## config.mk

```make
export PLATFORM = sky130hd
export DESIGN_NAME = pcc_cell
export DESIGN_NICKNAME = d
export VERILOG_FILES = /design/src/rtl/pcc_pkg.sv /design/src/rtl/pcc_cell.sv
export SDC_FILE = /design/constraint.sdc
export NUM_CORES = 1
export LEC_CHECK = 0
export BUFFER_PORTS_ARGS = -buffer_cell sky130_fd_sc_hd__buf_4
export CAP_MARGIN = 30
export CORE_MARGIN = 2
export CORE_UTILIZATION = 41
export CTS_CLUSTER_DIAMETER = 60
export DETAILED_ROUTE_END_ITERATION = 8
export PLACE_DENSITY = 0.72
export SETUP_SLACK_MARGIN = 0.5
export SLEW_MARGIN = 20
export SYNTH_ARGS = -nofsm -noshare
export SYNTH_HDL_FRONTEND = slang
export SYNTH_SLANG_ARGS = --single-unit
```

## constraint.sdc

```tcl
create_clock -name aclk -period 5.1 [get_ports aclk]
set_input_delay 0.765 -clock aclk [delete_from_list [all_inputs] [get_ports aclk]]
set_output_delay 0.765 -clock aclk [all_outputs]
set_load 0.02 [all_outputs]
```

## src/rtl/pcc_pkg.sv

```systemverilog
`default_nettype none
// ----------------------------------------------------------------------------
// pcc_pkg: shared types and constants for the polar/Cartesian converter
// Holds the opcode and sideband types, the CORDIC arctangent table, the
// fixed-point formats and the gain correction constant.
// ----------------------------------------------------------------------------
package pcc_pkg;

    // Fraction bits carried on x and y inside the rotation chain.
    localparam int GUARD = 16;
    // Angle accumulator width: a 32-bit binary angle with two bits of headroom.
    localparam int ZW = 34;
    // Converged CORDIC gain correction, 0.6072529350 in Q30.
    localparam logic [29:0] GAIN_Q30 = 30'd652032874;

    // atan(2^-i) in units of 2^32 per turn, rounded.
    localparam logic [31:0] ATAN_TABLE [32] = '{
        32'd536870912, 32'd316933406, 32'd167458907, 32'd85004756,
        32'd42667331,  32'd21354465,  32'd10679838,  32'd5340245,
        32'd2670163,   32'd1335087,   32'd667544,    32'd333772,
        32'd166886,    32'd83443,     32'd41722,     32'd20861,
        32'd10430,     32'd5215,      32'd2608,      32'd1304,
        32'd652,       32'd326,       32'd163,       32'd81,
        32'd41,        32'd20,        32'd10,        32'd5,
        32'd3,         32'd1,         32'd1,         32'd0
    };

    typedef enum logic {
        OP_TO_CART  = 1'b0,
        OP_TO_POLAR = 1'b1
    } pcc_op_t;

    // Control that rides along with each request through the pipeline.
    typedef struct packed {
        logic    valid;
        pcc_op_t opcode;
        logic    origin;
    } pcc_side_t;

endpackage
`default_nettype wire

```

## src/rtl/pcc_cell.sv

```systemverilog
`default_nettype none
// ----------------------------------------------------------------------------
// pcc_cell: one CORDIC micro-rotation
// Turns the vector by atan(2^-STAGE) toward the residual angle (rotation)
// or toward the x axis (vectoring) and registers the result.
// ----------------------------------------------------------------------------
module pcc_cell #(
    parameter int XW    = 34,
    parameter int STAGE = 0
) (
    input  wire logic                      aclk,
    input  wire logic                      aresetn,
    input  wire logic                      en,
    input  wire pcc_pkg::pcc_side_t        side_in,
    input  wire logic signed [XW-1:0]      x_in,
    input  wire logic signed [XW-1:0]      y_in,
    input  wire logic signed [pcc_pkg::ZW-1:0] z_in,
    output pcc_pkg::pcc_side_t             side_out,
    output logic signed [XW-1:0]           x_out,
    output logic signed [XW-1:0]           y_out,
    output logic signed [pcc_pkg::ZW-1:0]  z_out
);
    import pcc_pkg::*;

    localparam logic signed [ZW-1:0] ARC = ZW'(ATAN_TABLE[STAGE]);

    pcc_side_t             side_reg;
    logic signed [XW-1:0]  x_reg, x_next;
    logic signed [XW-1:0]  y_reg, y_next;
    logic signed [ZW-1:0]  z_reg, z_next;
    logic signed [XW-1:0]  dx;
    logic signed [XW-1:0]  dy;
    logic                  ccw;

    assign dx  = y_in >>> STAGE;
    assign dy  = x_in >>> STAGE;
    // Rotation chases the residual angle; vectoring drives y toward zero.
    assign ccw = (side_in.opcode == OP_TO_CART) ? !z_in[ZW-1] : y_in[XW-1];

    always_comb begin
        if (ccw) begin
            x_next = x_in - dx;
            y_next = y_in + dy;
            z_next = z_in - ARC;
        end else begin
            x_next = x_in + dx;
            y_next = y_in - dy;
            z_next = z_in + ARC;
        end
    end

    always_ff @(posedge aclk) begin
        if (!aresetn) begin
            side_reg <= '0;
        end else if (en) begin
            side_reg <= side_in;
        end
    end

    always_ff @(posedge aclk) begin
        if (en) begin
            x_reg <= x_next;
            y_reg <= y_next;
            z_reg <= z_next;
        end
    end

    assign side_out = side_reg;
    assign x_out    = x_reg;
    assign y_out    = y_reg;
    assign z_out    = z_reg;

    // In vectoring, x starts non-negative and only grows.
    a_vec_x_nonneg: assert property (@(posedge aclk) disable iff (!aresetn)
        side_reg.valid && (side_reg.opcode == OP_TO_POLAR) |-> !x_reg[XW-1])
        else $error("pcc_cell: negative x during vectoring");

endmodule
`default_nettype wire

```

==> results.txt <==
The flow ran to the end, and the final reports show no timing, DRC or antenna violations. By area, the combinational part of the netlist is dominated by compound AO/OA/AOI/OAI gates. Buffers inserted to repair hold after CTS numbered 0.

Sorting the synthesized cells by area gives the leading types as sky130_fd_sc_hd__edfxtp_1, sky130_fd_sc_hd__ha_1, sky130_fd_sc_hd__a21oi_1, sky130_fd_sc_hd__xnor2_1, sky130_fd_sc_hd__inv_1. The synthesis warning total came out at 0. The floorplan step defined a core boundary enclosing about 0.022 mm².

VDD sags by at most around 0.00014 V. Traced cell by cell, the critical path runs through buf_4 -> inv_1 -> ha_1 -> nor3_2 -> nand2_1 -> o21ai_1 -> o2111ai_1 -> a31o_2 -> o211ai_1 -> a21oi_1 -> o21ai_1 -> xnor2_1. At the end of routability-driven placement, the weighted congestion stood at ~0.96. The critical path contains buffers and inverters numbering 2 combined. In this run the power density over the cells is ~280 mW/mm². The library cell appearing most often on the critical path is sky130_fd_sc_hd__o21ai_1. The half-perimeter wire length of the detailed placement result came out at approximately 23000 µm. The fraction of the cycle the final worst path needs is a little over two thirds.

The share of cell area taken by muxes after synthesis is 2.09%. The combinational power share came out at between 40 and 50%. Grouping stages by cell kind, the critical path spends the most delay in compound AO/OA/AOI/OAI gates.

The total number of nets in the final design is ~1400. The final worst clock skew is 0 ns. The count of final max-slew check failures came out at 0.

The count of input and output buffers is approximately 210. The final number of setup-violating endpoints is 0. The routed via count came out at approximately 8600. The die extent in x is 153 µm.

The maximum number of pins on one net before global-route repair is between 60 and 70. For this configuration, the core starts out at a cell density of between 40% and 50%. Prior to clock tree synthesis, the placed netlist has a worst setup slack of between 1 and 1.5 ns. In the synthesized netlist, the number of instances is slightly above 1000. The number of buffers inserted by post-CTS setup repair came out at 0. The net count after synthesis is roughly 1200. The net switching share of the total power came out at about 37%. The internal portion of total power came out at around 0.002 W.

The finished layout cell area is about 0.011 mm². The number of global-route vias before repair is between 8000 and 9000. For this run the aggregate overflow at the end of global routing stands at 0.

The post-synthesis sequential element count is about 100. The H-tree was split into 3 levels. The top-area cell type share of the netlist area is around a third. The sequential cell fraction of total power came out at between 30% and 40%.

The site row count is 54. The die is roughly 150 µm tall. The global routing stage identified its most utilized layer as met2. Summed over all instances, the cell type with the most area after synthesis is sky130_fd_sc_hd__edfxtp_1. After Yosys synthesis, and, or, nand and nor cells account for about an eighth of the synthesized area.

The number of different library cells in the post-synthesis netlist is 69. The layout cell share with drive strength beyond 1 is a little over a fifth. The number of gates resized after CTS was 0. The number of antenna violations at the first check in global routing came out at 1. The count of nets left with antenna violations once routing finished came out at 0. The post-synthesis adder-cell area fraction is about 15%. The worst slew slack as a fraction of its limit came out at 40.1%.

The starting DRC count in detailed routing came out at 730. The first detailed-routing pass took 5 iterations. Per report_power, the clock group accounts for about 23% of the total. The switching component of the power is between 0.001 and 0.0015 W. The global-route wire length before repair is between 40000 and 50000 µm. For this run, asynchronously set or reset flops after synthesis account for 0%. The post-detailed-placement cell area came out at 0.0109 mm². The compound-gate portion of the synthesized area is between 20% and 30%. The post-synthesis share of cell area spent on xor and xnor gates is under 10%. Among all stages on the critical path, the largest delay is contributed by sky130_fd_sc_hd__o21ai_1. The tool flagged a number of max-cap violations equal to 0. The total routing resource utilization after global routing is 24.1%. After layout, the minimum clock period comes to around 3.6 ns. The category of the critical setup timing path is in2reg. The tree is rooted in a sky130_fd_sc_hd__clkbuf_16. The buffer levels on the longest clock path is 2. The clock latency at the later pin of the worst-skew pair came out at 0.35 ns.

The per-cell routed wire length came out at 19.4 µm. The post-route worst hold slack came out at between 0.5 and 0.6 ns. The area growth from synthesis to final layout is 23.5%. The critical path capture point type is a flop. The mean number of vias per cell came out at between 5 and 6. The final cell count without fillers came out at around 1500.

In this run the mean area of a mapped cell was between 8 and 9 µm². The sequential-to-total area share from yosys stat is 34.0%. The clock transition at the register clock pins on the worst setup and hold paths after CTS is ~0.07 ns. The setup TNS is 0 ns. The met2 track demand over resource is around two fifths. The hold violation count in the final report came to 0. Setup repair after global routing left no endpoint under its margin. The worst path arrival time is approximately 3.7 ns.

The min-delay analysis places its worst path in the category reg2reg. Summing every instance area after synthesis gives between 0.009 and 0.01 mm². Based on the critical path, the design can be clocked at up to between 200 and 300 MHz. TritonCTS built the clock tree. The worst setup path is launched from an input pin. The biggest fanout along the worst timing path came out at 10. The area of the die is between 0.02 and 0.025 mm². The global-route track usage on met3 is 4.17%. The count of boundary I/O pins came out at about 210. Counting the fill cells in the layout gives about 2100. The delay of the slowest cell on the worst path came out at ~0.48 ns. The clock buffer count from CTS is 9. Among all flip-flop cells after synthesis, the most frequent one is sky130_fd_sc_hd__edfxtp_1. The global-route met1 utilization came out at roughly 33%.

The transition time at the pin with the least slew margin is approximately 0.9 ns. For the worst setup path, the data required time is 5.21 ns. The number of flops mapped to enable cells by yosys is roughly 100.

Counting every sink on the clock net gives roughly 100. After detailed routing, the number of remaining DRC violations is 0. The final routed wirelength across all metal layers is around 29000 µm. Setup slack on the critical path of the routed design comes to around 1.5 ns. The standby leakage power is 4.92 nW.

The placed instance count is roughly 1500.
[cells by family after synthesis]
kind of cell	after synthesis
compound gates	342
xor+xnor	69
fa+ha+maj	106
buf+inv	144
flops	104
mux	19
simple gates	228
[tightest hold or removal path, delay by kind of cell, from the launching register on]
family           cells  cell delay, ns
AND/OR/NAND/NOR      1            0.09
flip-flops           1            0.33
multiplexers         1            0.07
[area by class of cell]
class                      count  area [µm²]  share of cell area, %
multi-input combinational    764        5450                   48.5
sequential                   104        3090                   27.6
timing repair buffer         216        1640                   14.6
inverter                     105         394                   3.51
tap                          280         350                   3.12
clock buffer                  10         229                   2.04
clock inverter                 6        65.1                  0.580
antenna                        1        2.50                 0.0223
[sequential cells by signal (all words and copies together), names as in the netlist]
name      flops
y_out        34
x_out        33
z_out        34
side_out      3
[stage by stage]
| stage | power, W | utilization [%] |
|---|---|---|
| 3_5_place_dp | 0.00244 | 50.2 |
| 4_1_cts | 0.00317 | 51.6 |
| 5_1_grt | 0.00333 | 51.6 |
| 3_3_place_gp | 0.00243 | 50.1 |
| 2_1_floorplan | 0.00194 | - |
| 6_report | 0.00317 | 51.6 |
[path summary, 6_finish.rpt]
check | to | from | slack, ns | depth (start not counted)
max | x_out[33]$_DFFE_PP_ | x_in[6] | 1.54 | 12
min | side_out[1]$_SDFFE_PN0P_ | side_out[1]$_SDFFE_PN0P_ | 0.52 | 2
min reg2reg | side_out[1]$_SDFFE_PN0P_ | side_out[1]$_SDFFE_PN0P_ | 0.52 | 2
max reg2reg | side_out[0]$_SDFFE_PN0P_ | side_out[0]$_SDFFE_PN0P_ | 4.51 | 2
[layout by cell type, fill, tap and decap left out, drive strengths merged, types with 12 or more instances in the layout]
cell type	n
mux2i	19
o21ai	62
nor2	73
a21oi	121
nor3	25
inv	104
ha	102
xnor2	61
nand2b	13
a21o	17
edfxtp	101
a211oi	20
o21a	12
nand2	48
o21bai	25
buf	216
nand3	21
[Yosys cell counts, drive strengths merged (21+ instances only)]
cell type	instances
a21oi	121
clkbuf	25
edfxtp	101
ha	102
inv	102
nand2	48
nand3	21
nor2	73
nor3	25
o21ai	62
o21bai	25
xnor2	61
[layer usage]
metal	wire length [µm]	share of wire (%)
met5	0	0
met2	13100	45
met1	12600	43
met3	2320	8.0
met4	926	3.2
[power by group through the flow]
stage	Clock, W	Sequential (W)	Combinational [W]
floorplan	0	0.00132	0.000614
global placement	0	0.00116	0.00126
detailed placement	0	0.00117	0.00127
CTS	0.000742	0.00115	0.00128
global route	0.000780	0.00116	0.00139
finish	0.000734	0.00115	0.00129
(Power assumes the default switching activity.)
