$ cat config.mk
export PLATFORM = sky130hd
export DESIGN_NAME = pcc_prep
export DESIGN_NICKNAME = d
export VERILOG_FILES = /design/src/rtl/pcc_pkg.sv /design/src/rtl/pcc_prep.sv
export SDC_FILE = /design/constraint.sdc
export NUM_CORES = 1
export LEC_CHECK = 0
export ABC_AREA = 1
export BUFFER_PORTS_ARGS = -buffer_cell sky130_fd_sc_hd__buf_2
export CAP_MARGIN = 20
export CORE_UTILIZATION = 62
export CTS_CLUSTER_SIZE = 10
export DETAILED_ROUTE_END_ITERATION = 8
export HOLD_SLACK_MARGIN = 0.03
export PLACE_DENSITY = 0.81
export SETUP_SLACK_MARGIN = 0.05
export SYNTH_ARGS = -nofsm -noshare
export SYNTH_HDL_FRONTEND = slang
export SYNTH_SLANG_ARGS = --single-unit
$ cat constraint.sdc
create_clock -name aclk -period 7.05 [get_ports aclk]
set_clock_uncertainty 0.2 [all_clocks]
set_input_delay 1.41 -clock aclk [delete_from_list [all_inputs] [get_ports aclk]]
set_output_delay 1.41 -clock aclk [all_outputs]
set_load 0.01 [all_outputs]
$ cat src/rtl/pcc_pkg.sv
`default_nettype none
// ----------------------------------------------------------------------------
// pcc_pkg: shared types and constants for the polar/Cartesian converter
// Holds the opcode and sideband types, the CORDIC arctangent table, the
// fixed-point formats and the gain correction constant.
// ----------------------------------------------------------------------------
package pcc_pkg;

    // Fraction bits carried on x and y inside the rotation chain.
    localparam int GUARD = 16;
    // Angle accumulator width: a 32-bit binary angle with two bits of headroom.
    localparam int ZW = 34;
    // Converged CORDIC gain correction, 0.6072529350 in Q30.
    localparam logic [29:0] GAIN_Q30 = 30'd652032874;

    // atan(2^-i) in units of 2^32 per turn, rounded.
    localparam logic [31:0] ATAN_TABLE [32] = '{
        32'd536870912, 32'd316933406, 32'd167458907, 32'd85004756,
        32'd42667331,  32'd21354465,  32'd10679838,  32'd5340245,
        32'd2670163,   32'd1335087,   32'd667544,    32'd333772,
        32'd166886,    32'd83443,     32'd41722,     32'd20861,
        32'd10430,     32'd5215,      32'd2608,      32'd1304,
        32'd652,       32'd326,       32'd163,       32'd81,
        32'd41,        32'd20,        32'd10,        32'd5,
        32'd3,         32'd1,         32'd1,         32'd0
    };

    typedef enum logic {
        OP_TO_CART  = 1'b0,
        OP_TO_POLAR = 1'b1
    } pcc_op_t;

    // Control that rides along with each request through the pipeline.
    typedef struct packed {
        logic    valid;
        pcc_op_t opcode;
        logic    origin;
    } pcc_side_t;

endpackage
`default_nettype wire

$ cat src/rtl/pcc_prep.sv
`default_nettype none
// ----------------------------------------------------------------------------
// pcc_prep: request setup ahead of the rotation chain
// Stage one forms radius times gain; stage two folds the angle into the
// right half plane and loads the initial x, y and angle accumulator.
// ----------------------------------------------------------------------------
module pcc_prep #(
    parameter int DW = 16,
    parameter int XW = 34
) (
    input  wire logic                      aclk,
    input  wire logic                      aresetn,
    input  wire logic                      en,
    input  wire logic                      in_valid,
    input  wire pcc_pkg::pcc_op_t          in_opcode,
    input  wire logic signed [DW-1:0]      in_a,
    input  wire logic signed [DW-1:0]      in_b,
    output pcc_pkg::pcc_side_t             out_side,
    output logic signed [XW-1:0]           out_x,
    output logic signed [XW-1:0]           out_y,
    output logic signed [pcc_pkg::ZW-1:0]  out_z
);
    import pcc_pkg::*;

    localparam int SH = 32 - DW;
    localparam logic signed [ZW-1:0] QUARTER = ZW'(64'sd1 <<< 30);
    localparam logic signed [ZW-1:0] HALF    = ZW'(64'sd1 <<< 31);

    logic                    s1_valid_reg;
    pcc_op_t                 s1_op_reg;
    logic signed [DW-1:0]    s1_a_reg;
    logic signed [DW-1:0]    s1_b_reg;
    logic signed [DW+30:0]   s1_prod_reg;
    logic signed [DW+30:0]   prod_next;

    pcc_side_t               side_reg, side_next;
    logic signed [XW-1:0]    x_reg, x_next;
    logic signed [XW-1:0]    y_reg, y_next;
    logic signed [ZW-1:0]    z_reg, z_next;

    logic signed [XW-1:0]    x0;
    logic signed [XW-1:0]    xa;
    logic signed [XW-1:0]    ya;
    logic signed [31:0]      za32;
    logic signed [ZW-1:0]    zs;

    assign prod_next = in_b * $signed({1'b0, GAIN_Q30});

    always_ff @(posedge aclk) begin
        if (!aresetn) begin
            s1_valid_reg <= 1'b0;
        end else if (en) begin
            s1_valid_reg <= in_valid;
        end
    end

    always_ff @(posedge aclk) begin
        if (en) begin
            s1_op_reg   <= in_opcode;
            s1_a_reg    <= in_a;
            s1_b_reg    <= in_b;
            s1_prod_reg <= prod_next;
        end
    end

    assign x0   = XW'(s1_prod_reg >>> (30 - GUARD));
    assign xa   = XW'(s1_a_reg) <<< GUARD;
    assign ya   = XW'(s1_b_reg) <<< GUARD;
    assign za32 = 32'(s1_a_reg) <<< SH;
    assign zs   = ZW'(za32);

    always_comb begin
        side_next = '{valid: s1_valid_reg, opcode: s1_op_reg, origin: 1'b0};
        x_next    = x0;
        y_next    = '0;
        z_next    = zs;
        unique case (s1_op_reg)
            OP_TO_CART: begin
                // Angles beyond a quarter turn are turned by half a turn.
                priority if (zs > QUARTER) begin
                    z_next = zs - HALF;
                    x_next = -x0;
                end else if (zs < -QUARTER) begin
                    z_next = zs + HALF;
                    x_next = -x0;
                end else begin
                    z_next = zs;
                    x_next = x0;
                end
            end
            OP_TO_POLAR: begin
                side_next.origin = (s1_a_reg == '0) && (s1_b_reg == '0);
                if (s1_a_reg[DW-1]) begin
                    x_next = -xa;
                    y_next = -ya;
                    z_next = HALF;
                end else begin
                    x_next = xa;
                    y_next = ya;
                    z_next = '0;
                end
            end
            default: begin
                x_next = x0;
            end
        endcase
    end

    always_ff @(posedge aclk) begin
        if (!aresetn) begin
            side_reg <= '0;
        end else if (en) begin
            side_reg <= side_next;
        end
    end

    always_ff @(posedge aclk) begin
        if (en) begin
            x_reg <= x_next;
            y_reg <= y_next;
            z_reg <= z_next;
        end
    end

    assign out_side = side_reg;
    assign out_x    = x_reg;
    assign out_y    = y_reg;
    assign out_z    = z_reg;

    // After folding, the residual angle of a rotation stays within a quarter turn.
    a_fold_range: assert property (@(posedge aclk) disable iff (!aresetn)
        side_reg.valid && (side_reg.opcode == OP_TO_CART)
        |-> (z_reg <= QUARTER) && (z_reg >= -QUARTER))
        else $error("pcc_prep: folded angle outside a quarter turn");

endmodule
`default_nettype wire

==> results of run 1 <==
logic make-up after synthesis:
group,Yosys count,synth area share (%)
AND/OR/NAND/NOR,672,18.1
buffers and inverters,484,12.6
adder cells (fa/ha/maj),342,35.9
AO/OA/AOI/OAI,177,5.91
flip-flops,139,26.5
XOR/XNOR,17,0.954
other,1,0.0240
worst max-delay path, stage by stage:
cell	delay, ns
sky130_fd_sc_hd__buf_2	0.19
sky130_fd_sc_hd__inv_1	0.12
sky130_fd_sc_hd__fa_1	0.59
sky130_fd_sc_hd__fa_1	0.47
sky130_fd_sc_hd__fa_1	0.60
sky130_fd_sc_hd__inv_1	0.07
sky130_fd_sc_hd__fa_1	0.51
sky130_fd_sc_hd__fa_1	0.55
sky130_fd_sc_hd__inv_1	0.06
sky130_fd_sc_hd__fa_1	0.52
sky130_fd_sc_hd__inv_1	0.04
sky130_fd_sc_hd__ha_1	0.39
sky130_fd_sc_hd__nand2_1	0.12
sky130_fd_sc_hd__nor2_1	0.31
sky130_fd_sc_hd__nand2_1	0.16
sky130_fd_sc_hd__nor2_1	0.17
sky130_fd_sc_hd__nand4_1	0.20
sky130_fd_sc_hd__nand4_1	0.16
sky130_fd_sc_hd__nand2_1	0.07
how the worst max path moves through the flow:
stage | startpoint | end | slack, ns | depth (start not counted)
final | in_b[11] | s1_prod_reg[39] | 0.32 | 19
after global routing | in_b[11] | s1_prod_reg[39] | 0.07 | 19
after CTS | in_b[11] | s1_prod_reg[39] | 0.34 | 19
after detailed placement | in_b[11] | s1_prod_reg[39] | -0.10 | 19
after global placement | in_b[11] | s1_prod_reg[39] | -0.10 | 19
after floorplan | in_b[10] | s1_prod_reg[43] | 0.76 | 19
Yosys cell counts, types with 8 or more instances:
| cell | n | area, µm² |
|---|---|---|
| sky130_fd_sc_hd__fa_1 | 177 | 3540 |
| sky130_fd_sc_hd__ha_1 | 165 | 2060 |
| sky130_fd_sc_hd__edfxtp_1 | 135 | 4050 |
| sky130_fd_sc_hd__buf_4 | 34 | 255 |
| sky130_fd_sc_hd__nor2_1 | 169 | 634 |
| sky130_fd_sc_hd__o21ai_1 | 22 | 110 |
| sky130_fd_sc_hd__nand3_1 | 105 | 526 |
| sky130_fd_sc_hd__nor3_1 | 15 | 75.1 |
| sky130_fd_sc_hd__nand4_1 | 21 | 131 |
| sky130_fd_sc_hd__nand2_1 | 332 | 1250 |
| sky130_fd_sc_hd__inv_1 | 431 | 1620 |
| sky130_fd_sc_hd__clkbuf_1 | 8 | 30.0 |
| sky130_fd_sc_hd__o21ai_0 | 50 | 250 |
| sky130_fd_sc_hd__nand2_2 | 13 | 81.3 |
| sky130_fd_sc_hd__a21oi_1 | 91 | 455 |
| sky130_fd_sc_hd__xor2_1 | 14 | 123 |
stage by stage:
step	cells	area (µm²)	util, %	worst slack [ns]	hold slack, ns
3_5_place_dp	2279	16600	67.6	-0.102	0.249
6_report	2311	17200	70.2	0.322	0.261
3_3_place_gp	2279	16600	67.6	-0.101	0.246
5_1_grt	2311	17200	70.2	0.0738	0.301
4_1_cts	2311	17200	70.2	0.345	0.260
2_1_floorplan	1863	15700	-	0.757	0.249
area by class of cell:
type	instances	area, µm²
Tap cell	324	405
Timing Repair Buffer	144	815
Multi-Input combinational cell	1240	9620
Fill cell	1975	7300
Inverter	432	1620
Sequential cell	139	4130
Clock inverter	15	213
Clock buffer	17	425
routing by layer:
layer | track usage (%) | wire [µm] | vias up
met5 | 0 | 0 | -
met2 | 60.2 | 21500 | 530
li1 | - | - | 5967
met1 | 44.5 | 17100 | 5978
met3 | 3.64 | 2640 | 116
met4 | 18.5 | 2330 | 0
==> results_dict.tcl, run 1 <==
set metrics [dict create \
    setup-tns-final_ns 0 \
    critical_path_source_type "input port" \
    post_cts_sizing_count 0 \
    cts_sinks 139 \
    timing.hold.worst_path_depth 2 \
    route.antenna.remaining_nets 0 \
    cts_buffers 17 \
    grt_setup_unrepaired "no" \
    flip_flop_count_of_the_largest_register_all_copies_and_words_added 34 \
    min-delay-path-class "register to register" \
    slew_viol_final 0 \
    layout_cell_share_with_drive_strength_beyond_1_pct 10.2 \
    vias_in_the_first_global_route 12600 \
    clock_insertion_delay_worst_skew_ns 0.44 \
    layout_worst_path_cycle_share_pct 95.4 \
    grt_first_pass_wirelength_mm 68.2 \
    outcome "completed" \
    postSynth.topFlopCell "sky130_fd_sc_hd__edfxtp_1" \
    reg2reg_from "s1_a_reg[15]" \
    hpwl_mm 36.9 \
    dieArea_mm2 0.0258 \
    min_from "out_side[0]" \
    routed_wirelength_mm 43.6 \
    worst-setup-path-type "input port to register" \
    insertedDiodeCount 0 \
    most-common-layout-cells "sky130_fd_sc_hd__inv_1 (431), sky130_fd_sc_hd__nand2_1 (332), sky130_fd_sc_hd__fa_1 (177)" \
    routed_wire_length_per_instance_um 18.9 \
    synthToLayoutAreaGrowth_pct 10.4 \
    regToRegSetupSlack_ns 3.95 \
    floorplan.core_area_mm2 0.0245 \
    detail_route.vias_per_cell 5.45 \
    layout.cells.most_common "sky130_fd_sc_hd__inv_1" \
    yosysWarningCount 0 \
    synth_seq_cells 139 \
    cap_violations 0 \
    postSynth.asyncResetShare_pct 0 \
    cp_max_fo 7 \
    initial_utilization_pct 63.6 \
    clkSlewWorstSetupHoldPaths_ns 0.07 \
    netlist_instances 1832 \
    synthesis.area_per_instance_um2 8.52 \
    clock-root-buffer "sky130_fd_sc_hd__clkbuf_16" \
    yosys.cell_types.count 39 \
    report.final.setup_viol 0 \
    horizontal_die_dimension_um 161 \
    drc 0 \
    post_cts_buffers 0 \
    worst-endpoint-arrival_ns 6.70 \
    std_cell_rows 57 \
    num-nets-final 2353 \
    cts_hold_buffers 0 \
    syn-cell-area_mm2 0.0156 \
    timing.final.hold_violations 0 \
    edff_count_synth 135 \
    worst_r2r_endpoint "out_x[18]" \
    critical_path.endpoint_type "register" \
    grt_antenna_before_repair 0 \
    largest_net_degree_at_the_start_of_global_routing 94 \
    routed-via-count 12600 \
    worst_slew_pin_slew_ns 0.972 \
    port-buffer-count 109 \
    r2r.worst_path.cells 4 \
    tritoncts "built" \
    die_h_um 161 \
    synth.yosys.seq_area_share_pct 26.5 \
    max_freq_ghz 0.149 \
    global_route.overflow_total 0 \
    global_route.usage.total_pct 35.3 \
    holdPathEnd "out_side[0]" \
    worst_slew_margin_rel_pct 35.2 \
    ctsHtreeMaxLevel 4 \
    ports 142 \
    timing.final.crit_period_ns 6.73 \
    ctsLongestPathBuffers 2 \
    crit_required_ns 7.02 \
    gp_congestion 1.02 \
    drt_iter0_drc 1378 \
    drt_first_pass_iters 6 \
]
Power of run 1 is not shown: default switching activity piles up to over one toggle a cycle in this logic, so the estimate is an artifact.
==> run 2: changes to the inputs <==
--- a/config.mk
+++ b/config.mk
@@ -8,11 +8,11 @@
 export ABC_AREA = 1
 export BUFFER_PORTS_ARGS = -buffer_cell sky130_fd_sc_hd__buf_2
 export CAP_MARGIN = 20
-export CORE_UTILIZATION = 62
+export CORE_UTILIZATION = 60
 export CTS_CLUSTER_SIZE = 10
 export DETAILED_ROUTE_END_ITERATION = 8
 export HOLD_SLACK_MARGIN = 0.03
-export PLACE_DENSITY = 0.81
+export PLACE_DENSITY = 0.78
 export SETUP_SLACK_MARGIN = 0.05
 export SYNTH_ARGS = -nofsm -noshare
 export SYNTH_HDL_FRONTEND = slang
==> constraint.sdc (replaced) <==
create_clock -name aclk -period 7.05 [get_ports aclk]
set_clock_uncertainty 0.2 [all_clocks]
set_input_delay 1.41 -clock aclk [delete_from_list [all_inputs] [get_ports aclk]]
set_output_delay 1.41 -clock aclk [all_outputs]
set_load 0.05 [all_outputs]
==> results_dict.tcl, run 2 (synthesis results as in run 1) <==
set metrics [dict create \
    timing.final.hold_violations 0 \
    largest_net_degree_at_the_start_of_global_routing 78 \
    layout_cell_share_with_drive_strength_beyond_1_pct 9.94 \
    worst-endpoint-arrival_ns 6.64 \
    global_route.overflow_total 0 \
    finish.utilization_pct 67.8 \
    worst_slew_margin_rel_pct 35.3 \
    routed_wirelength_mm 43.5 \
    synthToLayoutAreaGrowth_pct 10.0 \
    num-nets-final 2348 \
    report.final.setup_viol 0 \
    std_cell_rows 58 \
    horizontal_die_dimension_um 163 \
    worst-setup-path-type "input port to register" \
    most-common-layout-cells "sky130_fd_sc_hd__inv_1 (431), sky130_fd_sc_hd__nand2_1 (332), sky130_fd_sc_hd__fa_1 (177)" \
    final_std_cells_w_o_fill 2312 \
    cp_max_fo 6 \
    regToRegSetupSlack_ns 3.92 \
    dieArea_mm2 0.0267 \
    route.antenna.remaining_nets 0 \
    post_cts_buffers 0 \
    setup_ws_post_layout_ns 0.399 \
    gp_congestion 1.06 \
    flip_flop_count_of_the_largest_register_all_copies_and_words_added 34 \
    ctsHtreeMaxLevel 4 \
    setup-tns-final_ns 0 \
    die_h_um 163 \
    cts_sinks 139 \
    routed-via-count 12700 \
    max_freq_ghz 0.150 \
    min-delay-path-class "register to register" \
    reg2reg_from "s1_a_reg[15]" \
    r2r.worst_path.cells 9 \
    post_cts_sizing_count 0 \
    tritoncts "built" \
    grt_first_pass_wirelength_mm 67.2 \
    min_from "out_side[0]" \
    port-buffer-count 109 \
    cts_hold_buffers 0 \
    timing.hold.worst_path_depth 2 \
    slew_viol_final 0 \
    drt_iter0_drc 1353 \
    worst_r2r_endpoint "out_x[33]" \
    worst_slew_pin_slew_ns 0.971 \
    holdPathEnd "out_side[0]" \
    layout.cells.most_common "sky130_fd_sc_hd__inv_1" \
    ports 142 \
    initial_utilization_pct 61.6 \
    insertedDiodeCount 0 \
    global_route.usage.total_pct 34.0 \
    crit_required_ns 7.04 \
    cts_buffers 17 \
    drc 0 \
    layout_worst_path_cycle_share_pct 94.3 \
    placed_cells 2280 \
    outcome "completed" \
    critical_path.endpoint_type "register" \
    cap_violations 0 \
    dp_slack_ns -0.00175 \
    routed_wire_length_per_instance_um 18.8 \
    vias_in_the_first_global_route 12600 \
    hpwl_mm 37.0 \
    detail_route.vias_per_cell 5.51 \
    ctsLongestPathBuffers 2 \
    clock_insertion_delay_worst_skew_ns 0.44 \
    floorplan.core_area_mm2 0.0253 \
    clock-root-buffer "sky130_fd_sc_hd__clkbuf_16" \
    drt_first_pass_iters 6 \
    grt_setup_unrepaired "no" \
    clkSlewWorstSetupHoldPaths_ns 0.07 \
    critical_path_source_type "input port" \
    timing.final.crit_period_ns 6.65 \
    grt_antenna_before_repair 0 \
]
-- run 2: cell types whose count changed in the layout (fill, tap and decap cells not counted), sizes merged --
cell / change
clkinvlp: +2
buf: -5
bufinv: -3
inv: -2
clkinv: +3
-- run 2: area by class of cell --
class	count	area (µm²)
well taps	330	413
fillers	2105	8160
multi-input cells	1240	9620
clock buffers	17	425
inverters	432	1620
repair buffers	139	777
flip-flops and latches	139	4130
clock inverters	15	174
-- run 2: stage by stage --
step                hold slack [ns]  instance area [µm²]
floorplan                     0.249                15700
global placement              0.245                16600
detailed placement            0.252                16600
CTS                           0.263                17200
global route                  0.290                17200
finish                        0.273                17200
-- run 2: worst max path at each step --
| stage | endpoint | depth (start not counted) | slack [ns] | start |
|---|---|---|---|---|
| 2_1_floorplan | s1_prod_reg[43] | 19 | 0.76 | in_b[10] |
| 3_3_place_gp | s1_prod_reg[35] | 20 | 0.08 | in_b[13] |
| 3_5_place_dp | s1_prod_reg[39] | 19 | -0.002 | in_b[11] |
| 4_1_cts | s1_prod_reg[39] | 19 | 0.46 | in_b[10] |
| 5_1_grt | s1_prod_reg[39] | 19 | 0.12 | in_b[11] |
| 6_report | s1_prod_reg[39] | 19 | 0.40 | in_b[10] |
-- run 2: worst max-delay path: stages --
cell and delay, ns:
sky130_fd_sc_hd__buf_2 0.18, sky130_fd_sc_hd__inv_1 0.12, sky130_fd_sc_hd__fa_1 0.61, sky130_fd_sc_hd__fa_1 0.46
sky130_fd_sc_hd__fa_1 0.56, sky130_fd_sc_hd__inv_1 0.06, sky130_fd_sc_hd__fa_1 0.52, sky130_fd_sc_hd__fa_1 0.56
sky130_fd_sc_hd__inv_1 0.06, sky130_fd_sc_hd__fa_1 0.52, sky130_fd_sc_hd__inv_1 0.04, sky130_fd_sc_hd__ha_1 0.38
sky130_fd_sc_hd__nand2_1 0.13, sky130_fd_sc_hd__nor2_1 0.29, sky130_fd_sc_hd__nand2_1 0.14, sky130_fd_sc_hd__nor2_1 0.20
sky130_fd_sc_hd__nand4_1 0.20, sky130_fd_sc_hd__nand4_1 0.14, sky130_fd_sc_hd__nand2_1 0.06
-- run 2: metal layers --
layer	vias to the layer above	part of all wire (%)	track usage [%]
met3	142	6.3	3.89
li1	5954	-	-
met2	581	48	56.4
met5	-	0	0
met1	6056	39	42.3
met4	0	6.5	22.0
Power of run 2 is left out for the same reason.
==> run 3: changes to the inputs <==
--- a/config.mk
+++ b/config.mk
@@ -12,6 +12,7 @@
 export CTS_CLUSTER_SIZE = 10
 export DETAILED_ROUTE_END_ITERATION = 8
 export HOLD_SLACK_MARGIN = 0.03
+export MAX_ROUTING_LAYER = met4
 export PLACE_DENSITY = 0.78
 export SETUP_SLACK_MARGIN = 0.05
 export SYNTH_ARGS = -nofsm -noshare
==> results_dict.tcl, run 3 (synthesis results as in run 1) <==
set metrics [dict create \
    initial_utilization_pct 61.6 \
    outcome "finished, violations left" \
    ctsLongestPathBuffers 2 \
    detail_route.vias_per_cell 5.43 \
    worst_slew_pin_slew_ns 0.964 \
    failed_checks "DRC" \
    most-common-layout-cells "sky130_fd_sc_hd__inv_1 (431), sky130_fd_sc_hd__nand2_1 (332), sky130_fd_sc_hd__fa_1 (177)" \
    num-nets-final 2352 \
    finalInstanceArea_mm2 0.0172 \
    largest_net_degree_at_the_start_of_global_routing 74 \
    critical_path_source_type "input port" \
    place_area_mm2 0.0166 \
    port-buffer-count 109 \
    critical_path.cell_chain "buf_2 -> fa_1 -> inv_1 -> fa_1 -> fa_1 -> inv_1 -> fa_1 -> fa_1 -> inv_1 -> fa_1 -> inv_1 -> ha_1 -> a21oi_1 -> o21ai_0 -> a21oi_1 -> nand3_1 -> nand2_1 -> nand2_1 -> nand2_1 -> nand2_1" \
    gp_congestion 1.08 \
    met3_length_mm 2.75 \
    drt_first_pass_iters 9 \
    clock-root-buffer "sky130_fd_sc_hd__clkbuf_16" \
    max_freq_ghz 0.150 \
    timing.critical_path.slowest_stage_cell "sky130_fd_sc_hd__fa_1" \
    cts_hold_buffers 0 \
    floorplan.core_area_mm2 0.0253 \
    grt_first_pass_wirelength_mm 69.0 \
    maximum_cell_stage_delay_along_the_critical_path_ns 0.57 \
    met2_wirelength_mm 21.8 \
    wirelength_met1_mm 17.5 \
    report.final.setup_viol 0 \
    critical_path.endpoint_type "register" \
    cap_violations 0 \
    timing.critical_path.max_delay_family "adder cells" \
    horizontal_die_dimension_um 163 \
    worst_slew_margin_rel_pct 35.7 \
    layout.cells.most_common "sky130_fd_sc_hd__inv_1" \
    finish.utilization_pct 67.9 \
    clock_insertion_delay_worst_skew_ns 0.44 \
    clkSlewWorstSetupHoldPaths_ns 0.08 \
    routed_wirelength_mm 44.8 \
    layout_cell_share_with_drive_strength_beyond_1_pct 10.1 \
    global_route.overflow_total 0 \
    std_cell_rows 58 \
    hpwl_mm 37.7 \
    timing.final.hold_violations 0 \
    global_route.usage.total_pct 36.3 \
    worst-endpoint-arrival_ns 6.66 \
    dieArea_mm2 0.0267 \
    post_cts_buffers 0 \
    drt_iter0_drc 1333 \
    maxUsedRoutingLayer "met4" \
    die_h_um 163 \
    routed-via-count 12600 \
    post_cts_sizing_count 0 \
    min-delay-path-class "register to register" \
    ports 142 \
    insertedDiodeCount 0 \
    synthToLayoutAreaGrowth_pct 10.3 \
    grt_antenna_before_repair 1 \
    timing.final.crit_period_ns 6.68 \
    slew_viol_final 0 \
    drc 1 \
    tritoncts "built" \
    vias_in_the_first_global_route 12700 \
    cts_buffers 17 \
    worst-setup-path-type "input port to register" \
    crit_required_ns 7.03 \
    ctsHtreeMaxLevel 4 \
    cts_sinks 139 \
    grt_setup_unrepaired "no" \
    cp_max_fo 4 \
    flip_flop_count_of_the_largest_register_all_copies_and_words_added 34 \
    layout_worst_path_cycle_share_pct 94.7 \
    route.antenna.remaining_nets 0 \
    routed_wire_length_per_instance_um 19.3 \
    critPathBufInv 5 \
    crit_path_frequent_cell "sky130_fd_sc_hd__fa_1" \
]
run 3: cell type report:
type / instances / area, µm²
tap: 330 / 413
timing repair buffer: 143 / 807
clock inverter: 15 / 189
inverter: 432 / 1620
multi-input combinational: 1240 / 9620
sequential: 139 / 4130
clock buffer: 17 / 425
fill: 2116 / 8120
run 3: stage by stage:
stage	setup TNS, ns	setup WS (ns)	cells	hold slack, ns
floorplan	0	0.757	1863	0.249
global placement	-0.190	-0.0891	2284	0.248
finish	0	0.371	2316	0.278
global route	0	0.119	2316	0.292
CTS	0	0.390	2316	0.279
detailed placement	-0.0800	-0.0442	2284	0.265
run 3: worst paths after layout:
| kind | startpoint | to | slack (ns) | depth (start not counted) |
|---|---|---|---|---|
| worst min-delay path | out_side[1] | out_side[1] | 0.28 | 2 |
| worst max register to register | s1_a_reg[15] | out_x[16] | 3.91 | 9 |
| worst min register to register | out_side[1] | out_side[1] | 0.28 | 2 |
| worst max-delay path | in_b[13] | s1_prod_reg[43] | 0.37 | 20 |
run 3: tightest hold or removal path: cells and delay by family (launching register included):
| kind | cells | cell delay, ns |
|---|---|---|
| DFF | 1 | 0.32 |
| and+or+nand+nor | 1 | 0.06 |
| AOI/OAI and AO/OA | 1 | 0.06 |
run 3: layer usage:
layer | track usage (%) | vias to the layer above
met5 | - | -
met4 | 20.4 | 0
met3 | 4.39 | 119
met2 | 59.7 | 577
met1 | 43.4 | 5905
li1 | - | 5965
Power of run 3 is left out for the same reason.
