**src/rtl/pcc_pkg.sv**
```systemverilog
`default_nettype none
// ----------------------------------------------------------------------------
// pcc_pkg: shared types and constants for the polar/Cartesian converter
// Holds the opcode and sideband types, the CORDIC arctangent table, the
// fixed-point formats and the gain correction constant.
// ----------------------------------------------------------------------------
package pcc_pkg;

    // Fraction bits carried on x and y inside the rotation chain.
    localparam int GUARD = 16;
    // Angle accumulator width: a 32-bit binary angle with two bits of headroom.
    localparam int ZW = 34;
    // Converged CORDIC gain correction, 0.6072529350 in Q30.
    localparam logic [29:0] GAIN_Q30 = 30'd652032874;

    // atan(2^-i) in units of 2^32 per turn, rounded.
    localparam logic [31:0] ATAN_TABLE [32] = '{
        32'd536870912, 32'd316933406, 32'd167458907, 32'd85004756,
        32'd42667331,  32'd21354465,  32'd10679838,  32'd5340245,
        32'd2670163,   32'd1335087,   32'd667544,    32'd333772,
        32'd166886,    32'd83443,     32'd41722,     32'd20861,
        32'd10430,     32'd5215,      32'd2608,      32'd1304,
        32'd652,       32'd326,       32'd163,       32'd81,
        32'd41,        32'd20,        32'd10,        32'd5,
        32'd3,         32'd1,         32'd1,         32'd0
    };

    typedef enum logic {
        OP_TO_CART  = 1'b0,
        OP_TO_POLAR = 1'b1
    } pcc_op_t;

    // Control that rides along with each request through the pipeline.
    typedef struct packed {
        logic    valid;
        pcc_op_t opcode;
        logic    origin;
    } pcc_side_t;

endpackage
`default_nettype wire

```
**src/rtl/pcc_post.sv**
```systemverilog
`default_nettype none
// ----------------------------------------------------------------------------
// pcc_post: result formatting and output register
// Stage one rounds the rotated coordinates and the angle and splits the
// magnitude gain product in two; stage two sums it, saturates and holds
// the result until the downstream side takes it.
// ----------------------------------------------------------------------------
module pcc_post #(
    parameter int DW = 16,
    parameter int XW = 34
) (
    input  wire logic                      aclk,
    input  wire logic                      aresetn,
    input  wire logic                      en,
    input  wire pcc_pkg::pcc_side_t        side_in,
    input  wire logic signed [XW-1:0]      x_in,
    input  wire logic signed [XW-1:0]      y_in,
    input  wire logic signed [pcc_pkg::ZW-1:0] z_in,
    input  wire logic                      out_ready,
    output logic                           stall,
    output logic                           out_valid,
    output logic signed [DW-1:0]           out_first,
    output logic signed [DW-1:0]           out_second
);
    import pcc_pkg::*;

    localparam int SH  = 32 - DW;
    localparam int UW  = XW - 1;
    localparam int HW  = UW - 24;
    localparam int QW  = XW - GUARD + 1;
    localparam int MGW = DW + 18;
    localparam logic signed [XW:0]   RND    = (XW+1)'(1) <<< (GUARD - 1);
    localparam logic signed [QW-1:0] Q_MAX  = QW'({1'b0, {(DW-1){1'b1}}});
    localparam logic signed [QW-1:0] Q_MIN  = ~Q_MAX;
    localparam logic [DW-1:0]        SAT_MAX = {1'b0, {(DW-1){1'b1}}};
    localparam logic [DW-1:0]        SAT_MIN = {1'b1, {(DW-1){1'b0}}};
    localparam logic [MGW:0]         MG_RND = (MGW+1)'(1) << (GUARD - 1);
    localparam logic [QW-1:0]        MAG_MAX = QW'(SAT_MAX);

    function automatic logic signed [DW-1:0] round_sat(input logic signed [XW-1:0] v);
        logic signed [XW:0]   t;
        logic signed [QW-1:0] q;
        t = (XW+1)'(v) + RND;
        q = t[XW:GUARD];
        if (q > Q_MAX) begin
            return SAT_MAX;
        end else if (q < Q_MIN) begin
            return SAT_MIN;
        end
        return DW'(q);
    endfunction

    pcc_side_t              s1_side_reg;
    logic [HW+29:0]         s1_hi_reg, hi_next;
    logic [53:0]            s1_lo_reg, lo_next;
    logic signed [DW-1:0]   s1_r0_reg, r0_next;
    logic signed [DW-1:0]   s1_y_reg;
    logic [UW-1:0]          ux;
    logic [DW-1:0]          angle_next;

    logic                   out_valid_reg;
    logic signed [DW-1:0]   r0_reg;
    logic signed [DW-1:0]   r1_reg, r1_next;
    logic [54:0]            low_sum;
    logic [MGW-1:0]         mg;
    logic [MGW:0]           mg_rnd;
    logic [QW-1:0]          mq;
    logic [DW-1:0]          mag;
    logic                   ld;

    // Negative x after vectoring counts as zero magnitude.
    assign ux      = x_in[XW-1] ? '0 : x_in[UW-1:0];
    assign hi_next = ux[UW-1:24] * GAIN_Q30;
    assign lo_next = ux[23:0] * GAIN_Q30;

    generate
        if (SH == 0) begin : g_angle_full
            assign angle_next = z_in[31:0];
        end else begin : g_angle_round
            localparam logic [31:0] ZRND = 32'(1) << (SH - 1);
            logic [31:0] zr;
            assign zr         = z_in[31:0] + ZRND;
            assign angle_next = zr[31:SH];
        end
    endgenerate

    always_comb begin
        unique case (side_in.opcode)
            OP_TO_CART:  r0_next = round_sat(x_in);
            OP_TO_POLAR: r0_next = side_in.origin ? '0 : angle_next;
            default:     r0_next = '0;
        endcase
    end

    always_ff @(posedge aclk) begin
        if (!aresetn) begin
            s1_side_reg <= '0;
        end else if (en) begin
            s1_side_reg <= side_in;
        end
    end

    always_ff @(posedge aclk) begin
        if (en) begin
            s1_hi_reg <= hi_next;
            s1_lo_reg <= lo_next;
            s1_r0_reg <= r0_next;
            s1_y_reg  <= round_sat(y_in);
        end
    end

    // Exact floor of (hi * 2^24 + lo) / 2^30 without forming the full sum.
    assign low_sum = 55'({s1_hi_reg[5:0], 24'd0}) + 55'(s1_lo_reg);
    assign mg      = MGW'(s1_hi_reg >> 6) + MGW'(low_sum[54:30]);
    assign mg_rnd  = (MGW+1)'(mg) + MG_RND;
    assign mq      = mg_rnd[MGW:GUARD];
    assign mag     = (mq > MAG_MAX) ? SAT_MAX : DW'(mq);

    always_comb begin
        unique case (s1_side_reg.opcode)
            OP_TO_CART:  r1_next = s1_y_reg;
            OP_TO_POLAR: r1_next = s1_side_reg.origin ? '0 : mag;
            default:     r1_next = '0;
        endcase
    end

    assign ld    = !out_valid_reg || out_ready;
    assign stall = s1_side_reg.valid && !ld;

    always_ff @(posedge aclk) begin
        if (!aresetn) begin
            out_valid_reg <= 1'b0;
        end else if (ld) begin
            out_valid_reg <= s1_side_reg.valid;
        end
    end

    always_ff @(posedge aclk) begin
        if (ld) begin
            r0_reg <= s1_r0_reg;
            r1_reg <= r1_next;
        end
    end

    assign out_valid  = out_valid_reg;
    assign out_first  = r0_reg;
    assign out_second = r1_reg;

    // A request waiting in stage one is never dropped while the output is busy.
    a_hold_s1: assert property (@(posedge aclk) disable iff (!aresetn)
        stall |=> s1_side_reg.valid && out_valid_reg)
        else $error("pcc_post: stage one request lost during a stall");

    // A magnitude is never negative after saturation.
    a_mag_sign: assert property (@(posedge aclk) disable iff (!aresetn)
        s1_side_reg.valid && ld && (s1_side_reg.opcode == OP_TO_POLAR)
        |=> !r1_reg[DW-1])
        else $error("pcc_post: negative magnitude");

endmodule
`default_nettype wire

```
**config.mk**
```make
export PLATFORM = sky130hd
export DESIGN_NAME = pcc_post
export DESIGN_NICKNAME = d
export VERILOG_FILES = /design/src/rtl/pcc_pkg.sv /design/src/rtl/pcc_post.sv
export SDC_FILE = /design/constraint.sdc
export NUM_CORES = 1
export LEC_CHECK = 0
export ABC_AREA = 1
export BUFFER_PORTS_ARGS = -buffer_cell sky130_fd_sc_hd__buf_2
export CORE_MARGIN = 4
export CORE_UTILIZATION = 58
export DETAILED_ROUTE_END_ITERATION = 6
export PLACE_DENSITY = 0.77
export SETUP_SLACK_MARGIN = 0.05
export SLEW_MARGIN = 40
export SYNTH_ARGS = -nofsm -noshare
export SYNTH_HDL_FRONTEND = slang
export SYNTH_SLANG_ARGS = --single-unit
export TNS_END_PERCENT = 10
```
**constraint.sdc**
```tcl
create_clock -name aclk -period 7.2 [get_ports aclk]
set_input_delay 1.08 -clock aclk [delete_from_list [all_inputs] [get_ports aclk]]
set_output_delay 1.08 -clock aclk [all_outputs]
set_load 0.01 [all_outputs]
```
==> results of run 1 <==
-- area by class of cell --
cell class,count,area [um^2]
multi-input combinational,1993,18530
timing repair buffer,403,2765
sequential,135,4014
inverter,743,2789
clock inverter,13,219.0
tap,585,732.0
clock buffer,17,425.4
fill,3467,13600
-- final timing paths --
check | from | end | depth (start not counted)
setup / recovery | x_in[33] | s1_lo_reg[50] | 24
hold / removal | s1_r0_reg[4] | out_first[4] | 0
setup reg to reg | s1_hi_reg[3] | out_second[9] | 29
hold reg to reg | s1_r0_reg[4] | out_first[4] | 0
-- layout by cell type, fill, tap and decap left out, types with 93 or more instances in the layout --
cell / count
a21oi_1: 132
buf_4: 293
inv_1: 739
nor2_1: 202
fa_1: 365
edfxtp_1: 131
nand2_1: 417
ha_1: 357
buf_2: 109
o21ai_0: 93
-- routing by layer --
metal / track usage, % / up-vias
met1: 35.78 / 9895
met5: 0 / -
li1: - / 9860
met4: 17.05 / 0
met2: 58.32 / 581
met3: 3.393 / 204
-- logic make-up (layout without fill, tap and decap cells) --
family,count (synthesis),after routing,share of synthesized area [%]
compound gates,326,326,7.520
simple gates,824,824,14.24
xor+xnor,112,112,3.886
fa+ha+maj,731,731,47.15
flops,135,135,15.90
buf+inv,753,1176,11.30
-- synthesized netlist by cell type (2+ instances only) --
cell type	n	area share [%]
o221ai_2	5	0.30
or2_2	14	0.35
fa_1	367	29
edfxtp_1	131	16
o21ai_0	96	1.9
o211ai_2	8	0.40
nand3_1	71	1.4
ha_1	364	18
inv_1	740	11
nor2_4	4	0.18
inv_2	3	0.045
nand2_1	419	6.2
nor2_2	9	0.22
buf_6	3	0.13
xnor2_1	32	1.1
a31oi_1	34	0.84
o21a_1	6	0.18
a211oi_1	3	0.089
xor2_1	80	2.8
nor3_1	27	0.54
nor3_4	4	0.26
nor4_1	11	0.27
nand3_2	5	0.20
o21ai_1	2	0.040
clkbuf_1	6	0.089
a21boi_0	4	0.12
a21o_1	9	0.27
dfxtp_1	4	0.32
nand2_2	9	0.22
nand4_1	24	0.59
nor2_1	211	3.1
o21bai_1	6	0.18
o31ai_1	2	0.059
nor3_2	3	0.12
a21oi_1	142	2.8
nand3b_1	3	0.089
-- per-stage QoR --
| stage | setup TNS, ns | instances | setup slack [ns] |
|---|---|---|---|
| after floorplan | 0 | 2881 | 0.02656 |
| after global placement | -3.663 | 3859 | -0.2194 |
| after detailed placement | -5.073 | 3859 | -0.2771 |
| after CTS | 0 | 3889 | 0.1705 |
| after global routing | -0.04768 | 3889 | -0.02704 |
| final | 0 | 3889 | 0.2395 |
-- worst register-to-register path: cells and delay by family (launching register included) --
family / cells / cell delay, ns
compound gates: 3 / 0.36
buf+inv: 4 / 0.47
flops: 1 / 0.44
simple gates: 18 / 2.16
xor+xnor: 1 / 0.24
fa+ha+maj: 3 / 1.02
-- timing repair --
action	4_1_cts	5_1_grt
setup buffers	0	0
setup endpoints to repair	0	25
resized for setup	0	41
==> impl_metrics.csv, run 1 <==
group,metric,value,unit
setup_path,cp_max_fo,5,
floorplan,rows,76,
route,drt_iter0_drc,1415,
timing,slew_viol_final,0,
logic_synthesis,async_reset_ff_share,0,%
placed_design,dp.final_hpwl,65.63,mm
setup_path,worst-path-buf-inv,8,
logic_synthesis,ys.flop_type,"edfxtp_1",
route,firstDrtPassIters,5,
logic_synthesis,synthesis.nets,3721,
placed_design,dpl_cell_area,0.02868,mm^2
setup_path,critPathKind,"input port to flop",
route,drcViolationCount,0,
floorplan,start_util,58.60,%
placed_design,portBuffers,110,
timing,fin_crit_sh,96.67,%
setup_path,slowest_stage,"fa_1",
clock_network,clk_pin_slew,0.06,ns
logic_synthesis,yosysSeqAreaShare,15.90,%
floorplan,die_w,216.6,um
grt,gr-usage-all-layers,31.59,%
clock_network,cts-root-buf,"clkbuf_16",
finish,diodes,0,
route,post_drt_wl_per_cell,18.64,um
grt,grt_pass1_wl,114.9,mm
placed_design,gp_congestion,1.047,
timing,hold_violations,0,
grt,grt_max_degree,57,
setup_path,rrSetupSlack,2.25,ns
route,topRoutingLayerUsed,"met4",
grt,overflow,0,
setup_path,crit_top_cell,"fa_1",
clock_network,cts_hold_buf,0,
clock_network,cts.sinks,135,
floorplan,die_h,216.6,um
floorplan,fp.coreArea,0.04308,mm^2
timing,period_minus_slack,6.961,ns
setup_path,cp.arrival,7.13,ns
setup_path,crit_path_start_kind,"input port",
finish,fin_util,68.42,%
timing,relSlewSlack,54.09,%
grt,antenna_found_initial,0,
logic_synthesis,syn-cell-area,0.02524,mm^2
timing,setup_viol,0,
grt,grt_pass1_vias,21890,
hold_path,hold_path_class,"flop to flop",
route,via_per_inst,5.282,
finish,largest_reg_flops,38,
clock_network,cts_max_level,4,
setup_path,path_cells,"buf_2 -> buf_4 -> nor2_1 -> buf_4 -> ha_1 -> inv_1 -> fa_1 -> fa_1 -> inv_1 -> fa_1 -> fa_1 -> fa_1 -> inv_1 -> fa_1 -> inv_1 -> ha_1 -> nand2_1 -> buf_4 -> nor2_1 -> nand2_1 -> nor4_1 -> o21ai_0 -> nand3_1 -> xor2_1",
route,wl,72.51,mm
timing,rsz0062_at_grt,"yes",
setup_path,critPathCaptureType,"flop",
route,ant_nets,0,
logic_synthesis,avgSynthCellArea,8.761,um^2
setup_path,critPathMaxStageDelay,0.62,ns
route,wl_met3,2.644,mm
finish,final_area,0.02947,mm^2
logic_synthesis,yosys.cell_types.count,56,
clock_network,cts_buffers,17,
route,met1Wirelength,26.73,mm
clock_network,cts_tree,"built",
flow_run,max-cap-violations,0,
finish,areaGrowthSynthToFinish,16.76,%
timing,clock_skew,0.01155,ns
logic_synthesis,synth_edf_count,131,
floorplan,ioPinCount,143,
setup_path,critical-path-top-delay-family,"adder cells",
logic_synthesis,synth_cells,2881,
timing,fmax,143.7,MHz
clock_network,clock_latency,0.43,ns
timing,hold_ws,0.4110,ns
finish,drive_gt1_share,16.50,%
timing,tightest_slew,0.6886,ns
outcome,status,"finished clean",
route,wl_met2,38.43,mm
floorplan,die_area,0.04692,mm^2
logic_synthesis,synth_warnings,0,
logic_synthesis,ys_ff_latch,135,
route,num_vias,20540,
clock_network,clockBufferDepth,2,
finish,nNetsFinal,4133,
setup_path,cp_data_required_time,7.37,ns
Power of run 1 is not shown: default switching activity piles up to over one toggle a cycle in this logic, so the estimate is an artifact.
==> inputs of run 2 (changes only) <==
--- a/config.mk
+++ b/config.mk
@@ -5,12 +5,11 @@
 export SDC_FILE = /design/constraint.sdc
 export NUM_CORES = 1
 export LEC_CHECK = 0
-export ABC_AREA = 1
 export BUFFER_PORTS_ARGS = -buffer_cell sky130_fd_sc_hd__buf_2
 export CORE_MARGIN = 4
 export CORE_UTILIZATION = 58
 export DETAILED_ROUTE_END_ITERATION = 6
-export PLACE_DENSITY = 0.77
+export PLACE_DENSITY = 0.78
 export SETUP_SLACK_MARGIN = 0.05
 export SLEW_MARGIN = 40
 export SYNTH_ARGS = -nofsm -noshare
==> run 2 against run 1 <==
Effect of this change:
- the run now ends with negative setup slack left
- via count shrank 14%
- area after synthesis shrank 7.3%
- final cell count shrank 18%
- first-iteration DRC count shrank 17%
- sequential share of layout area grew 0.75 points
- die area shrank 7.1%
- count of clock-buffer cells in the layout grew 1
- routed wire length shrank 13%
- worst hold slack gained 0.010 ns
- highest routed layer unchanged
==> impl_metrics.csv, run 2 <==
group,metric,value,unit
logic_synthesis,synthTopCellsByArea,"fa_1, ha_1, edfxtp_1",
logic_synthesis,synth_most_common_cell,"inv_1",
outcome,violations,"negative setup slack",
grt,overflow,0,
placed_design,dp.final_hpwl,54.47,mm
grt,met3_usage,5.044,%
route,firstDrtPassIters,7,
floorplan,fp.coreArea,0.03982,mm^2
timing,setup_viol,1,
logic_synthesis,synthTopCellsByCount,"inv_1, fa_1, ha_1, edfxtp_1, nand2_1",
placed_design,portBuffers,110,
logic_synthesis,yosys.cell_types.count,72,
timing,period_minus_slack,7.207,ns
logic_synthesis,ys_ff_latch,135,
grt,antenna_found_initial,0,
grt,grt_use_met2,51.11,%
finish,areaGrowthSynthToFinish,19.46,%
route,drcViolationCount,0,
logic_synthesis,synthSimpleGateAreaFrac,8.468,%
grt,busiest_layer,"met2",
floorplan,die_area,0.04360,mm^2
finish,diodes,0,
clock_network,cts-root-buf,"clkbuf_16",
grt,grtUsageMet1,37.72,%
grt,grt_pass1_vias,19260,
floorplan,start_util,58.73,%
floorplan,die_h,208.8,um
logic_synthesis,yosysSeqAreaShare,17.16,%
logic_synthesis,synth-compound-area-share,8.693,%
setup_path,crit_path_start_kind,"input port",
logic_synthesis,ys.flop_type,"edfxtp_1",
route,via_per_inst,5.535,
clock_network,cts_buffers,17,
route,post_drt_wl_per_cell,19.88,um
route,wl,63.15,mm
finish,final_cell_mix,"inv_1, fa_1, ha_1",
route,drt_iter0_drc,1176,
logic_synthesis,muxShareOfSynthArea,0.3477,%
timing,rsz0062_at_grt,"yes",
timing,fmax,138.8,MHz
floorplan,rows,73,
timing,slew_viol_final,0,
finish,nNetsFinal,3478,
logic_synthesis,synth_top_family_by_area,"adder cells",
setup_path,cp_data_required_time,7.38,ns
floorplan,ioPinCount,143,
timing,hold_violations,0,
logic_synthesis,async_reset_ff_share,0,%
timing,fin_ws,-0.006561,ns
logic_synthesis,synth_largest_area_cell,"fa_1",
grt,grt_max_degree,55,
timing,fin_crit_sh,100.1,%
clock_network,clock_latency,0.44,ns
setup_path,cp_max_fo,5,
grt,gr-usage-all-layers,29.50,%
logic_synthesis,synth_warnings,0,
logic_synthesis,synth-xor-area-share,5.387,%
clock_network,cts_tree,"built",
logic_synthesis,synth_fa_ha_area_share,50.93,%
route,ant_nets,0,
timing,clock_skew,0.01361,ns
logic_synthesis,synth_cells,2269,
placed_design,gp_congestion,0.9812,
finish,final_common_cell,"inv_1",
setup_path,critPathKind,"input port to flop",
grt,grt_pass1_wl,101.3,mm
clock_network,clockBufferDepth,2,
logic_synthesis,avgSynthCellArea,10.31,um^2
hold_path,hold_path_class,"flop to flop",
setup_path,cp.arrival,7.38,ns
clock_network,cts.sinks,135,
clock_network,cts_max_level,4,
setup_path,critPathCaptureType,"flop",
logic_synthesis,yosys.area.top_type_share,31.41,%
route,num_vias,17580,
outcome,status,"complete, but fails checks",
finish,largest_reg_flops,38,
timing,relSlewSlack,53.09,%
finish,drive_gt1_share,21.12,%
logic_synthesis,synthesis.nets,3109,
logic_synthesis,syn-cell-area,0.02339,mm^2
timing,tightest_slew,0.7015,ns
flow_run,max-cap-violations,0,
timing,hold_ws,0.4215,ns
logic_synthesis,synth_edf_count,131,
clock_network,clk_pin_slew,0.06,ns
floorplan,die_w,208.8,um
-- run 2: cell types whose count changed in the layout (fill, tap and decap cells not counted), sizes merged, moves of 30 or more --
cell and change:
nor2b +30, nand2b +37, nand3 -35, nand2 -338
xnor2 +55, a21oi -66, inv -213, a21o +38
nor2 -149, o21ai -40
-- run 2: metal layers --
layer / wire, um / vias up / share of wire [%]
li1: - / 8146 / -
met1: 25490 / 8764 / 40
met2: 31320 / 557 / 50
met3: 3875 / 112 / 6.1
met4: 2468 / 0 / 3.9
met5: 0 / - / 0
-- run 2: final timing paths --
kind                 from            end  slack [ns]  cells past startpoint
max              x_in[33]  s1_lo_reg[53]      -0.007                     25
min          s1_r0_reg[9]   out_first[9]        0.42                      0
max reg2reg  s1_hi_reg[2]  out_second[7]        1.29                     20
min reg2reg  s1_r0_reg[9]   out_first[9]        0.42                      0
-- run 2: critical path, stage by stage --
cell and delay, ns:
buf_16 0.13, buf_6 0.12, nor2b_4 0.17, inv_2 0.05
fa_1 0.49, buf_6 0.15, fa_2 0.54, inv_2 0.04
fa_2 0.52, fa_1 0.42, fa_1 0.48, fa_1 0.52
inv_2 0.04, fa_1 0.52, inv_2 0.05, ha_4 0.21
and3_4 0.18, a221oi_4 0.25, o21ai_2 0.12, a22oi_2 0.24
nand4b_1 0.17, and2_4 0.21, a221o_1 0.40, a21oi_2 0.18
xnor2_1 0.09
-- run 2: through the flow --
stage | utilization (%) | area, um^2 | worst slack (ns) | TNS (ns) | instances
floorplan | - | 24020 | 0.004047 | 0 | 2269
detailed placement | 67.82 | 27010 | -0.6428 | -9.800 | 3131
global route | 70.16 | 27940 | -0.1454 | -0.4191 | 3176
finish | 70.16 | 27940 | -0.006561 | -0.006561 | 3176
global placement | 67.82 | 27010 | -0.5327 | -7.978 | 3131
CTS | 69.72 | 27770 | 0.01804 | 0 | 3173
-- run 2: logic make-up after synthesis --
kind of cell	count (synthesis)
flip-flops	135
multiplexers	8
AO/OA/AOI/OAI	307
XOR/XNOR	143
buffers and inverters	560
AND/OR/NAND/NOR	384
adder cells (fa/ha/maj)	732
-- run 2: area by class of cell --
| type | count | area (um^2) |
|---|---|---|
| clock buffer | 18 | 429.2 |
| fill | 2968 | 11880 |
| timing repair buffer | 376 | 2678 |
| multi-input combinational | 1574 | 17950 |
| clock inverter | 14 | 181.4 |
| inverter | 534 | 2029 |
| sequential | 135 | 4014 |
| tap | 525 | 656.9 |
-- run 2: what timing repair did --
action	in CTS	in global routing
pin swaps	19	29
hold buffers	0	0
cloned	0	2
setup buffers	10	2
endpoints found under the setup margin	12	24
hold endpoints to repair	0	0
gates resized for setup	15	36
Power of run 2 is left out for the same reason.
==> inputs of run 3 (changes only) <==
==> constraint.sdc (replaced) <==
create_clock -name aclk -period 7.2 [get_ports aclk]
set_input_delay 0.72 -clock aclk [delete_from_list [all_inputs] [get_ports aclk]]
set_output_delay 0.72 -clock aclk [all_outputs]
set_load 0.01 [all_outputs]
==> run 3 against run 2 <==
Effect of this change:
- maximum frequency rose by 3.7%
- first-iteration DRC count fell by 24%
- the flow now finishes without violations
- highest routed layer unchanged
- routed wire length rose by 0.23%
- largest cell class unchanged
- register-to-register slack improved by 0.04 ns
==> impl_metrics.csv, run 3 (same netlist as run 2, synthesis figures left out) <==
group,metric,value,unit
outcome,status,"finished clean",
finish,nNetsFinal,3476,
grt,antenna_found_initial,0,
route,drcViolationCount,0,
finish,final_area,0.02757,mm^2
setup_path,worst-path-buf-inv,7,
timing,setup_viol,0,
placed_design,portBuffers,110,
placed_design,gp_congestion,1.047,
finish,diodes,0,
timing,slew_viol_final,0,
floorplan,rows,73,
finish,final_common_cell,"inv_1",
setup_path,crit_path_start_kind,"input port",
route,num_vias,17480,
setup_path,rrSetupSlack,1.33,ns
clock_network,clock_latency,0.43,ns
clock_network,cts-root-buf,"clkbuf_16",
route,wl,63.30,mm
setup_path,cp.arrival,7.11,ns
clock_network,cts_hold_buf,0,
floorplan,start_util,58.73,%
floorplan,die_w,208.8,um
clock_network,cts_tree,"built",
setup_path,cp_max_fo,12,
setup_path,critPathKind,"input port to flop",
timing,relSlewSlack,49.33,%
grt,grt_pass1_wl,101.1,mm
clock_network,cts.sinks,135,
placed_design,dpl_cell_area,0.02659,mm^2
finish,largest_reg_flops,38,
flow_run,max-cap-violations,0,
floorplan,die_area,0.04360,mm^2
placed_design,dp.final_hpwl,55.53,mm
finish,final_cell_mix,"inv_1, fa_1, ha_1",
grt,grt_pass1_vias,18960,
timing,fmax,143.9,MHz
timing,period_minus_slack,6.947,ns
route,ant_nets,0,
route,via_per_inst,5.509,
finish,drive_gt1_share,19.82,%
grt,grt_max_degree,55,
timing,hold_ws,0.4186,ns
setup_path,path_cells,"buf_12 -> buf_12 -> nand2b_1 -> buf_4 -> fa_1 -> inv_1 -> fa_1 -> fa_1 -> fa_1 -> fa_1 -> fa_1 -> inv_1 -> fa_1 -> inv_1 -> ha_4 -> buf_4 -> a21oi_1 -> o221ai_2 -> a22oi_2 -> nand4b_1 -> and2_4 -> a221o_1 -> a21oi_2 -> xnor2_1",
hold_path,hold_path_class,"flop to flop",
grt,overflow,0,
setup_path,critPathCaptureType,"flop",
floorplan,fp.coreArea,0.03982,mm^2
timing,hold_violations,0,
clock_network,cts_max_level,4,
route,drt_iter0_drc,893,
floorplan,ioPinCount,143,
clock_network,clockBufferDepth,2,
route,post_drt_wl_per_cell,19.94,um
grt,gr-usage-all-layers,29.65,%
finish,areaGrowthSynthToFinish,17.87,%
setup_path,cp_data_required_time,7.36,ns
setup_path,crit_top_cell,"fa_1",
floorplan,die_h,208.8,um
timing,clock_skew,0.008781,ns
setup_path,slowest_stage,"fa_1",
setup_path,timing.critical_path.from,"x_in[33]",
clock_network,clk_pin_slew,0.06,ns
setup_path,critical-path-top-delay-family,"adder cells",
clock_network,cts_buffers,17,
setup_path,critPathMaxStageDelay,0.57,ns
hold_path,hp-start,"s1_r0_reg[0]",
setup_path,reg2reg_from,"s1_hi_reg[2]",
timing,fin_crit_sh,96.49,%
route,firstDrtPassIters,7,
timing,tightest_slew,0.7591,ns
==> run 3: cell count changes in the layout (fill, tap and decap cells not counted), moves of 3 or more <==
cell / delta
buf_4: +4
bufinv_16: -3
fa_1: -8
fa_2: +8
ha_1: +7
ha_4: -7
inv_1: +19
inv_2: -13
inv_4: -3
inv_6: +3
nand2b_1: +6
nand2b_4: -6
nor2b_1: +3
o21ai_0: +3
==> run 3: per-layer routing <==
layer / GRT usage [%] / vias to the layer above / wire (um)
li1: - / 8135 / -
met1: 37.98 / 8673 / 25260
met2: 50.66 / 546 / 31510
met3: 4.924 / 130 / 3633
met4: 11.68 / 0 / 2893
met5: 0 / - / 0
==> run 3: metrics by stage <==
step	utilization [%]	setup TNS (ns)	setup slack [ns]	cells
2_1_floorplan	-	0	0.05770	2269
3_3_place_gp	66.76	-6.743	-0.4670	3136
3_5_place_dp	66.76	-8.303	-0.5494	3136
4_1_cts	68.23	0	0.05785	3168
5_1_grt	69.23	-0.02311	-0.02311	3174
6_report	69.23	0	0.2528	3174
==> run 3: layout make-up <==
type	instances	area, um^2
Fill cell	3058	12250
Clock inverter	14	137.6
Timing Repair Buffer	374	2579
Inverter	534	2007
Clock buffer	18	429.2
Tap cell	525	656.9
Sequential cell	135	4014
Multi-Input combinational cell	1574	17750
==> run 3: final timing paths <==
path / endpoint / depth (start not counted)
worst max-delay path: s1_lo_reg[53] / 24
worst min-delay path: out_first[0] / 0
worst max register to register: out_second[7] / 20
worst min register to register: out_first[0] / 0
==> run 3: timing repair <==
item | in CTS | in global routing
endpoints found under the setup margin | 11 | 21
pin swaps | 2 | 35
gates resized for setup | 5 | 68
buffers inserted | 0 | 6
Power of run 3 is left out for the same reason.
